### src/hw/rtl/ost_pkg.sv
// Package for the order slot table: sizes, command kinds and the beat that
// travels along the slot chain. No dependencies.
package ost_pkg;

  localparam int SLOTS    = 16;
  localparam int ID_WIDTH = 16;
  localparam int SLOT_W   = (SLOTS > 1) ? $clog2(SLOTS) : 1;
  localparam int FIELD_W  = 16;
  localparam int KIND_W   = 2;
  localparam int CMP_W    = (ID_WIDTH > FIELD_W) ? ID_WIDTH : FIELD_W;

  typedef enum logic [KIND_W-1:0] {
    KIND_CLEAR    = 2'd0,
    KIND_INSERT   = 2'd1,
    KIND_COMPLETE = 2'd2,
    KIND_FIND     = 2'd3
  } ost_kind_t;

  typedef struct packed {
    ost_kind_t            kind;
    logic [FIELD_W-1:0]   order_id;
    logic [FIELD_W-1:0]   client_id;
    logic [FIELD_W-1:0]   weight;
    logic [ID_WIDTH-1:0]  new_id;
    logic                 hit;
    logic [SLOT_W-1:0]    slot;
  } ost_beat_t;

endpackage

### src/hw/rtl/ost_cell.sv
// One slot of the order slot table: holds the record and acts on the command
// beat passing through, then hands the beat to the next slot. Uses ost_pkg.
module ost_cell
  import ost_pkg::*;
(
  input  logic              clk,
  input  logic              rst,
  input  logic [SLOT_W-1:0] idx,
  input  logic              in_valid,
  input  ost_beat_t         in_beat,
  output logic              out_valid,
  output ost_beat_t         out_beat
);

  logic                valid;
  logic [ID_WIDTH-1:0] slot_id;
  logic [FIELD_W-1:0]  slot_client;
  logic [FIELD_W-1:0]  slot_weight;
  logic                pending;

  logic      claim;
  logic      match;
  logic      take;
  ost_beat_t beat_next;

  always_comb begin
    match = valid && (CMP_W'(slot_id) == CMP_W'(in_beat.order_id));
    claim = 1'b0;
    take  = 1'b0;
    unique case (in_beat.kind)
      KIND_CLEAR:    take = 1'b0;
      KIND_INSERT:   take = !in_beat.hit && !valid;
      KIND_COMPLETE: take = !in_beat.hit && match;
      KIND_FIND:     take = !in_beat.hit && match;
      default:       take = 1'b0;
    endcase
    claim = in_valid && take;
    beat_next = in_beat;
    if (take) begin
      beat_next.hit  = 1'b1;
      beat_next.slot = idx;
    end
  end

  always_ff @(posedge clk) begin
    if (rst) begin
      valid     <= 1'b0;
      out_valid <= 1'b0;
    end else begin
      out_valid <= in_valid;
      if (in_valid && in_beat.kind == KIND_CLEAR) begin
        valid <= 1'b0;
      end else if (claim && in_beat.kind == KIND_INSERT) begin
        valid <= 1'b1;
      end
    end
  end

  always_ff @(posedge clk) begin
    out_beat <= beat_next;
    if (claim && in_beat.kind == KIND_INSERT) begin
      slot_id     <= in_beat.new_id;
      slot_client <= in_beat.client_id;
      slot_weight <= in_beat.weight;
      pending     <= 1'b1;
    end else if (claim && in_beat.kind == KIND_COMPLETE) begin
      slot_client <= in_beat.client_id;
      slot_weight <= in_beat.weight;
      pending     <= 1'b0;
    end
  end

  a_insert_fills: assert property (@(posedge clk) disable iff (rst)
    claim && in_beat.kind == KIND_INSERT |=> valid && pending)
    else $error("insert did not fill slot");

  a_clear_empties: assert property (@(posedge clk) disable iff (rst)
    in_valid && in_beat.kind == KIND_CLEAR |=> !valid)
    else $error("clear left slot valid");

  a_hit_kept: assert property (@(posedge clk) disable iff (rst)
    in_valid && in_beat.hit |=> out_valid && out_beat.hit && out_beat.slot == $past(in_beat.slot))
    else $error("earlier hit overwritten");

endmodule

### src/hw/rtl/order_slot_table.sv
// Order slot table top level: input stage, chain of SLOTS slot cells, result
// hold and output register, id counter. Uses ost_pkg and ost_cell.
// A command passes the input register, the SLOTS slot cells, the result hold
// and the output register; no new command is taken until its result leaves the hold.
// A new command is taken while a finished result still waits at the output.
// Reset (rst, synchronous): all slots empty, id counter zero, no beat in flight.
module order_slot_table
  import ost_pkg::*;
(
  input  logic        clk,
  input  logic        rst,
  input  logic        s_axis_tvalid,
  output logic        s_axis_tready,
  input  logic [47:0] s_axis_tdata,   // order_id, client_id, weight
  input  logic [1:0]  s_axis_tuser,   // kind
  output logic        m_axis_tvalid,
  input  logic        m_axis_tready,
  output logic [23:0] m_axis_tdata    // status, slot_index, assigned_id, zero pad
);

  logic                busy;
  logic                in_valid;
  ost_beat_t           in_beat;
  logic                hold_valid;
  ost_beat_t           hold_beat;
  logic [ID_WIDTH-1:0] id_counter;
  logic [23:0]         m_data;

  logic                accept;
  logic                move;
  logic [ID_WIDTH-1:0] id_next;
  logic                res_status;
  logic [3:0]          res_index;
  logic [FIELD_W-1:0]  res_id;

  logic      chain_valid [SLOTS+1];
  ost_beat_t chain_beat  [SLOTS+1];

  assign s_axis_tready = !busy;
  assign accept        = s_axis_tvalid && s_axis_tready;
  assign move          = hold_valid && (!m_axis_tvalid || m_axis_tready);
  assign id_next       = (id_counter == '1) ? ID_WIDTH'(1) : id_counter + ID_WIDTH'(1);
  assign m_axis_tdata  = m_data;

  assign chain_valid[0] = in_valid;
  assign chain_beat[0]  = in_beat;

  for (genvar i = 0; i < SLOTS; i++) begin : g_cell
    ost_cell u_cell (
      .clk       (clk),
      .rst       (rst),
      .idx       (SLOT_W'(i)),
      .in_valid  (chain_valid[i]),
      .in_beat   (chain_beat[i]),
      .out_valid (chain_valid[i+1]),
      .out_beat  (chain_beat[i+1])
    );
  end

  always_comb begin
    res_status = !hold_beat.hit;
    res_index  = hold_beat.hit ? 4'(hold_beat.slot) : 4'd0;
    res_id     = '0;
    if (hold_beat.kind == KIND_CLEAR) begin
      res_status = 1'b0;
      res_index  = 4'd0;
    end else if (hold_beat.kind == KIND_INSERT && hold_beat.hit) begin
      res_id = FIELD_W'(hold_beat.new_id);
    end
  end

  always_ff @(posedge clk) begin
    if (rst) begin
      busy          <= 1'b0;
      in_valid      <= 1'b0;
      hold_valid    <= 1'b0;
      m_axis_tvalid <= 1'b0;
      id_counter    <= '0;
    end else begin
      in_valid <= accept;
      if (accept) begin
        busy <= 1'b1;
      end
      if (chain_valid[SLOTS]) begin
        hold_valid <= 1'b1;
        if (chain_beat[SLOTS].kind == KIND_INSERT && chain_beat[SLOTS].hit) begin
          id_counter <= chain_beat[SLOTS].new_id;
        end
      end
      if (move) begin
        hold_valid    <= 1'b0;
        busy          <= 1'b0;
        m_axis_tvalid <= 1'b1;
      end else if (m_axis_tvalid && m_axis_tready) begin
        m_axis_tvalid <= 1'b0;
      end
    end
  end

  always_ff @(posedge clk) begin
    if (accept) begin
      in_beat.kind      <= ost_kind_t'(s_axis_tuser);
      in_beat.order_id  <= s_axis_tdata[15:0];
      in_beat.client_id <= s_axis_tdata[31:16];
      in_beat.weight    <= s_axis_tdata[47:32];
      in_beat.new_id    <= id_next;
      in_beat.hit       <= 1'b0;
      in_beat.slot      <= '0;
    end
    if (chain_valid[SLOTS]) begin
      hold_beat <= chain_beat[SLOTS];
    end
    if (move) begin
      m_data <= {3'b000, res_id, res_index, res_status};
    end
  end

  logic [SLOTS:0] chain_valid_vec;
  always_comb begin
    for (int k = 0; k <= SLOTS; k++) begin
      chain_valid_vec[k] = chain_valid[k];
    end
  end

  a_one_beat: assert property (@(posedge clk) disable iff (rst)
    $onehot0({chain_valid_vec, hold_valid}))
    else $error("more than one command in flight");

  a_busy_after_accept: assert property (@(posedge clk) disable iff (rst)
    accept |=> !s_axis_tready)
    else $error("ready while command in flight");

  a_chain_busy: assert property (@(posedge clk) disable iff (rst)
    (|chain_valid_vec) || hold_valid |-> busy)
    else $error("beat in chain while idle");

  a_id_nonzero: assert property (@(posedge clk) disable iff (rst)
    move && hold_beat.kind == KIND_INSERT && hold_beat.hit |-> hold_beat.new_id != '0)
    else $error("zero id handed out");

endmodule

### config.mk
export PLATFORM = sky130hd
export DESIGN_NAME = order_slot_table
export DESIGN_NICKNAME = d
export VERILOG_FILES = /design/src/hw/rtl/ost_pkg.sv /design/src/hw/rtl/ost_cell.sv /design/src/hw/rtl/order_slot_table.sv
export SDC_FILE = /design/constraint.sdc
export NUM_CORES = 1
export LEC_CHECK = 0
export BUFFER_PORTS_ARGS = -buffer_cell sky130_fd_sc_hd__buf_2
export CAP_MARGIN = 20
export CORE_MARGIN = 2
export CORE_UTILIZATION = 57
export CTS_BUF_LIST = sky130_fd_sc_hd__clkbuf_8
export DETAILED_ROUTE_END_ITERATION = 8
export GPL_ROUTABILITY_DRIVEN = 0
export PLACE_DENSITY = 0.73
export SKIP_LAST_GASP = 1
export SYNTH_ARGS = -nofsm -noshare
export SYNTH_HDL_FRONTEND = slang
export SYNTH_SLANG_ARGS = --single-unit
### constraint.sdc
create_clock -name clk -period 2.8 [get_ports clk]
set_clock_uncertainty 0.15 [all_clocks]
set_input_delay 0.42 -clock clk [delete_from_list [all_inputs] [get_ports clk]]
set_output_delay 0.42 -clock clk [all_outputs]
set_load 0.1 [all_outputs]
## Word-level counts from Yosys, hierarchy flattened

Cells that the tools add are included.

- Register bits: 979
- Input bits: 54
- Output and inout port bits: 26

- Add/subtract/negate cells: 1
- Equality and inequality tests: 67
- Multiplexer cells: 18
- Bitwise logic cells: 2
- Reduce and logical (&&, ||, !) cells: 188

Operator list:

| operator | number |
|---|---|
| $eq A16 B16 Y1 | 16 |
| $logic_and A1 B1 Y1 | 99 |
| $reduce_or A2 Y1 | 35 |
| $eq A2 B2 Y1 const B | 32 |
| $pmux W1 S3 | 16 |
| $eq A2 B1 Y1 const B | 18 |
| $logic_not A1 Y1 | 34 |
| $logic_not A2 Y1 | 17 |
| $add A16 B1 Y16 const B | 1 |
| $eq A16 B16 Y1 const B | 1 |
| $mux W1 | 2 |
| $not A1 Y1 | 2 |
| $reduce_and A2 Y1 | 1 |
| $reduce_bool A2 Y1 | 1 |
| $logic_or A1 B1 Y1 | 1 |

## Longest topological paths before layout

Gate-level depths: netlist of run 1.

- Depth after elaboration: 6
- Depth in mapped cells: 5
- Gate-level depth less buffers: 5

## Modules after synthesis

From an unflattened synthesis of run 1, not the netlist that was laid out.

- Cell total of the unflattened synthesis: 2322
- Area total of the unflattened synthesis: 40338.7 sq um

Modules (own cells, without submodules):

| module | instances | cells an instance | area each (sq um) |
|---|---|---|---|
| ost_cell | 16 | 128 | 2239.6 |
| order_slot_table | 1 | 274 | 4504.3 |

## Worst setup path after synthesis of run 1

OpenSTA, ideal clock, no wires.

- Path kind: register -> register
- Start: register g_cell[10].u_cell.out_beat[69] (netlist name)
- End: register g_cell[11].u_cell.slot_id[0] (enable)
- Library setup time: 0.413 ns
- Data arrival time: 2.060 ns
- Required time: 2.237 ns
- Setup slack: 0.177 ns
- Stages on the path, launching flop included: 3
- Path buffers: 0
- Period minus slack after synthesis: 2.623 ns
- Path through: dfxtp_1 or3b_2 nor3b_1

- Cells in the longest elaborated chain, start to end: 5
- Elaborated cells between the ends (all ways): 8
- Classes of those cells: 3 x eq/ne; 1 x mux; 4 x reduce/logical

Ends and longest elaborated chain:

| item | RTL line | text |
|---|---|---|
| start, declared | ost_cell.sv:12 | `output ost_beat_t out_beat` |
| start signal, assigned | ost_cell.sv:60 | `out_beat <= beat_next;` |
| $eq A2 B2 Y1, on equally long branches | n/a |  |
| $reduce_or A2 Y1 (no line) | n/a |  |
| $pmux W1 S3 | ost_cell.sv:30 | `unique case (in_beat.kind)` |
| $logic_and A1 B1 Y1 | ost_cell.sv:37 | `claim = in_valid && take;` |
| $logic_and A1 B1 Y1 (*) | ost_cell.sv:61 | `if (claim && in_beat.kind == KIND_INSERT) begin` |
| end signal, assigned | ost_cell.sv:62 | `slot_id <= in_beat.new_id;` |
| end, declared | ost_cell.sv:16 | `logic [ID_WIDTH-1:0] slot_id;` |

Every way passes the cells marked *; elsewhere a longest branch is shown, timed or not.
A chain may end at the register's enable or synchronous reset.

## Worst setup path in the final report of run 1

- Start: register id_counter[0]
- End: register chain_beat[1156] (netlist name)

- Cells in the longest elaborated chain, start to end: 1
- Elaborated cells between the ends (all ways): 2
- Classes of those cells: 1 x add/sub; 1 x eq/ne

Ends and longest elaborated chain:

| item | RTL line | text |
|---|---|---|
| start, declared | order_slot_table.sv:26 | `logic [ID_WIDTH-1:0] id_counter;` |
| start signal, assigned | order_slot_table.sv:87 | `id_counter <= chain_beat[SLOTS].new_id;` |
| $add A16 B1 Y16 / $eq A16 B16 Y1 (equally long branches) | order_slot_table.sv:42 | `assign id_next = (id_counter == '1) ? ID_WIDTH'(1) : id_counter + ID_WIDTH'(1);` |

Several ways; a longest one is shown, not always the timed one.

==> flow_summary.ini, run 1 <==
[status]
status = complete, no violations

[power]
power_density_mw_per_mm2 = 832.8
swShare_pct = 20.88
pwr-share-comb_pct = 1.5
p_sw_mw = 5.653
ir_drop_mv = 0.7962
power.internal_mw = 21.42
pwr-share-seq_pct = 57.2
p_clk_share_pct = 41.2
p_leak_nw = 12.30

[critical_path]
cp_num_buf_inv = 0
arrival_ns = 2.44
cp-start-kind = flop
crit_type = flop to flop
slowest_stage = dfxtp_1
endpoint_kind = flop
cp_top_family = simple AND/OR/NAND/NOR gates
slowest_delay_ns = 0.42
crit_chain = ha_1, nand4_1, nor4b_1, o21ba_2, o22a_1
worst-path-max-fanout = 5
critical_path_required_ns = 3.13

[clock_network]
cts_made_buffers = 143
h-tree-depth = 4
cts_tree = yes
clock-sinks = 979
worstSkewPairLatency_ns = 0.72
cts_root_buf = clkbuf_8
clkTransAtPathRegs_ns = 0.07
cts_buffer_depth = 3

[routing]
drt-initial-drc-count = 746
dr_total_vias = 13500
via_per_inst = 4.866
drt_wl_total_mm = 47.58
wl_per_cell_um = 17.15
drcViolationCount = 0
firstDrtPassIters = 6
detail-route-antenna-nets = 0

[layout]
nets = 2041
area_growth_pct = 15.50
n_fill_cell = 3273
drive_above_1_share_pct = 14.22
postLayoutCellArea_mm2 = 0.03251
multiInputGateArea_mm2 = 0.005154
seq_area_mm2 = 0.02294

[yosys]
synth.distinct_cells = 48
synth.largest_area_cell = dfxtp_1
syn_inst = 1767
synthTopCellsByArea = dfxtp_1 (46%), edfxtp_1 (36%), xor2_1 (7.1%)
synth_area_mm2 = 0.02815
yosysSeqAreaShare_pct = 81.50
post-synth-top-count-cell = dfxtp_1
synth_ff_type = dfxtp_1
synth-seq-cells = 979
async_flop_share_pct = 0
syn_avg_cell_area_um2 = 15.93
netlist_top_cells_count = dfxtp_1 (645), edfxtp_1 (334), xor2_1 (227)
ys.warnings.count = 0
synth_top_area_share_pct = 45.87
synth_edf_count = 334

[timing]
rsz0062_at_grt = no
tightest_slew_ns = 0.8159
fmax_ghz = 0.4734
hold_viol = 0
slew_headroom_pct = 45.61
finalSetupTns_ns = 0
setup_violations = 0
final.min_clock_period_ns = 2.112
min_period_over_period_pct = 75.44
slew_violations = 0

[global_route]
grt_first_pass_wirelength_mm = 73.79
grt.total_usage_pct = 19.32
grt_pass1_vias = 14010
grt_max_degree = 51
antenna_found_initial = 3
overflow = 0

[floorplan]
dieWidth_um = 226.2
die_area_mm2 = 0.05118
die_h_um = 226.2
core_area_mm2 = 0.04885
rows = 81
initial_core_util_pct = 57.62
io_pins = 80

[placement]
io_buffer_count = 44
dpl-instance-area_mm2 = 0.02934
hpwl_mm = 32.54

[run]
maxCapViolations = 0

[min_path]
hp-class = flop to flop
cells in the final DEF, fill, tap and decap left out, types with 3 or more instances in the layout:
cell type / netlist / final
a211oi_1: 6 / 6
a21oi_1: 23 / 23
and2_1: 23 / 23
and3_1: 8 / 8
buf_2: 0 / 44
buf_4: 3 / 18
bufinv_16: 0 / 3
clkbuf_8: 0 / 178
clkinv_1: 0 / 8
clkinv_2: 0 / 15
clkinvlp_4: 0 / 8
conb_1: 1 / 3
dfxtp_1: 645 / 645
dlygate4sd3_1: 0 / 22
edfxtp_1: 334 / 334
inv_1: 15 / 65
inv_6: 0 / 3
nand2_1: 50 / 50
nand2b_1: 21 / 21
nand3_1: 31 / 31
nand4_1: 12 / 12
nor2_1: 105 / 105
nor2b_1: 23 / 22
nor3_1: 32 / 28
nor3_2: 0 / 4
nor3b_1: 10 / 5
nor3b_2: 0 / 5
nor4_1: 46 / 46
nor4b_1: 3 / 3
o211a_1: 6 / 6
o211ai_1: 6 / 6
o21a_1: 4 / 4
o21ai_0: 38 / 38
o221a_2: 3 / 3
o311a_1: 3 / 3
o31ai_1: 3 / 3
or3_1: 5 / 5
or3b_2: 9 / 9
xnor2_1: 41 / 41
xor2_1: 227 / 227
cell families after synthesis:
kind of cell	after synthesis	share of synthesized area [%]
compound gates	98	2.209
xor+xnor	268	8.339
mux	1	0.03556
simple gates	392	7.454
other cells	1	0.01332
buf+inv	27	0.4000
flops	979	81.50
fa+ha+maj	1	0.04444
final cells by class:
type,instances,area share [%]
multi-input cells,763,15.85
clock inverters,90,1.539
flip-flops and latches,979,70.57
clock buffers,178,7.535
well taps,664,2.555
inverters,15,0.1732
repair buffers,84,1.770
diodes,1,0.007697
state kept, by name, indices dropped and copies added (netlist names):
signal                   flops
busy                         1
chain_beat                  34
g_cell.u_cell.out_beat     593
g_cell.u_cell.out_valid     16
g_cell.u_cell.slot_id      256
g_cell.u_cell.valid         16
hold_beat                   23
hold_valid                   1
id_counter                  16
in_valid                     1
m_axis_tdata                21
m_axis_tvalid                1
power groups by stage:
| stage | Combinational, mW | Sequential [mW] | Clock, mW |
|---|---|---|---|
| after floorplan | 0.295 | 15.6 | 0 |
| after CTS | 0.410 | 15.5 | 11.4 |
| after global routing | 0.456 | 15.5 | 12.0 |
| after detailed placement | 0.380 | 15.8 | 0 |
| after global placement | 0.370 | 15.8 | 0 |
| final | 0.411 | 15.5 | 11.2 |
routing by layer:
metal	track usage, %	vias to the layer above	wire [um]
li1	-	6584	-
met1	22.88	6514	19570
met2	34.15	308	24720
met3	4.710	91	2188
met4	7.088	0	1105
met5	0	-	0
metrics by stage:
step | utilization [%] | instances | setup WS [ns] | hold slack, ns | power (mW)
CTS | 66.55 | 2773 | 0.6496 | 0.1786 | 27.27
finish | 66.55 | 2774 | 0.6877 | 0.1771 | 27.08
detailed placement | 60.06 | 2483 | 0.6763 | 0.1827 | 16.19
floorplan | - | 1769 | 0.1768 | 0.1765 | 15.94
global route | 66.55 | 2773 | 0.5520 | 0.1826 | 28.02
global placement | 60.06 | 2483 | 0.8027 | 0.1820 | 16.17
final timing paths:
check / endpoint / slack, ns / startpoint / cells after the start
setup / recovery: chain_beat[1156]$_SDFFCE_PN0P_ / 0.69 / id_counter[0]$_SDFFE_PP0P_ / 5
hold / removal: g_cell[6].u_cell.out_beat[14]$_DFF_P_ / 0.18 / g_cell[5].u_cell.out_beat[14]$_DFF_P_ / 0
setup reg to reg: chain_beat[1156]$_SDFFCE_PN0P_ / 0.69 / id_counter[0]$_SDFFE_PP0P_ / 5
hold reg to reg: g_cell[6].u_cell.out_beat[14]$_DFF_P_ / 0.18 / g_cell[5].u_cell.out_beat[14]$_DFF_P_ / 0
repair_timing:
item	4_1_cts	5_1_grt
resized for setup	0	0
setup buffers	0	0
hold endpoints to repair	21	0
hold buffers	22	0
No activity file was read; power rests on OpenSTA's default activity.
==> inputs of run 2 (changes only) <==
- CORE_UTILIZATION: 57 -> 63
- PLACE_DENSITY: 0.73 -> 0.76
- clock period: 2.8 -> 2 ns (I/O delays scaled with it)
==> flow_summary.ini, run 2 (synthesis results as in run 1) <==
[layout]
layout_common_cells = dfxtp_1 (644), edfxtp_1 (334), xor2_1 (227)
n_fill_cell = 2643
diodes = 0
postLayoutCellArea_mm2 = 0.03257
largest_register = g_cell.u_cell.out_beat
drive_above_1_share_pct = 14.08
largest_reg_flops = 593
final_common_cell = dfxtp_1
final_cells = 2709
nets = 2052
fin_util_pct = 73.81
area_growth_pct = 15.70

[timing]
slew_headroom_pct = 56.73
slew_violations = 0
min_period_over_period_pct = 97.31
worst_hold_slack_ns = 0.1073
setup_violations = 0
hold_viol = 0
tightest_slew_ns = 0.6486
fmax_ghz = 0.5138
final.min_clock_period_ns = 1.946
rsz0062_at_grt = yes
finalSetupTns_ns = 0
timing.final.ws_setup_ns = 0.05389

[routing]
drcViolationCount = 0
wl_per_cell_um = 18.10
dr_total_vias = 13580
drt-initial-drc-count = 878
drt_wl_total_mm = 49.03
via_per_inst = 5.012
detail-route-antenna-nets = 0
firstDrtPassIters = 5

[placement]
pre_cts_slack_ns = 0.04607
dpl.cell_count = 2422
hpwl_mm = 33.16
io_buffer_count = 44
dpl-instance-area_mm2 = 0.02948

[min_path]
min_from = s_axis_tdata[13]
hp-class = input port to flop

[floorplan]
die_area_mm2 = 0.04639
die_h_um = 215.4
core_area_mm2 = 0.04412
initial_core_util_pct = 63.79
io_pins = 80
rows = 77
dieWidth_um = 215.4

[global_route]
grt_first_pass_wirelength_mm = 76.22
grt_pass1_vias = 14570
grt_max_degree = 52
overflow = 0
antenna_found_initial = 3
grt.total_usage_pct = 21.82

[critical_path]
worst-path-max-fanout = 3
rr_startpoint = id_counter[1]$_SDFFE_PP0P_
arrival_ns = 1.50
cp-start-kind = flop
endpoint_kind = output port
crit_type = flop to output port
rrSetupSlack_ns = 0.10
critical_path_required_ns = 1.55
startpoint = busy$_SDFFE_PP0P_

[power]
power_density_mw_per_mm2 = 1145
ir_drop_mv = 0.8824
power.total_mw = 37.29
p_leak_nw = 12.45

[run]
maxCapViolations = 0

[clock_network]
cts_made_buffers = 142
cts_buffer_depth = 3
clkTransAtPathRegs_ns = 0.06
cts_tree = yes
worstSkewPairLatency_ns = 0.76
cts_root_buf = clkbuf_8
h-tree-depth = 4
clock-sinks = 979
postCtsSetupRepairBufs = 0

[status]
status = complete, no violations
run 2: cell types whose count changed in the layout (fill, tap and decap cells not counted), sizes merged:
cell / before / now
diode: 1 / 0
clkinvlp: 8 / 6
dlygate4sd3: 22 / 23
clkinv: 24 / 19
clkbuf: 178 / 165
buf: 62 / 71
inv: 70 / 88
run 2: power breakdown:
group          switching, mW  internal, mW  total [mW]  leakage [nW]
logic                  0.309         0.289       0.598          2.40
registers              0.475          21.2        21.7          8.40
clock network           7.11          7.89        15.0          1.65
run 2: area by class of cell:
class                   count  area [um^2]  share of cell area [%]
clock buffers             163         2243                   6.888
flip-flops and latches    979        22940                   70.45
well taps                 592        740.7                   2.274
repair buffers             96        833.3                   2.559
clock inverters           101        534.3                   1.640
multi-input cells         763         5218                   16.02
inverters                  15        56.30                  0.1729
run 2: path summary, 6_finish.rpt:
path | depth (start not counted) | end
setup / recovery | 2 | s_axis_tready
hold / removal | 2 | chain_beat[1202]$_DFFE_PP_
setup reg to reg | 5 | chain_beat[1156]$_SDFFCE_PN0P_
hold reg to reg | 0 | g_cell[10].u_cell.out_beat[16]$_DFF_P_
run 2: routing by layer:
layer,share of wire (%),vias up,global-route usage (%)
met3,4.1,97,5.285
met5,0,-,0
met1,40,6575,24.69
li1,-,6611,-
met2,53,294,38.94
met4,3.0,0,10.34
run 2: worst max-delay path, cell delays in order, from the launching register on:
cell and delay, ns:
dfxtp_1 0.42, inv_1 0.08, buf_4 0.24
run 2: timing repair:
action	4_1_cts	5_1_grt
endpoints found under the hold margin	70	0
pin swaps	0	1
resized for setup	19	6
endpoints found under the setup margin	19	15
hold buffers	23	0
cloned	0	0
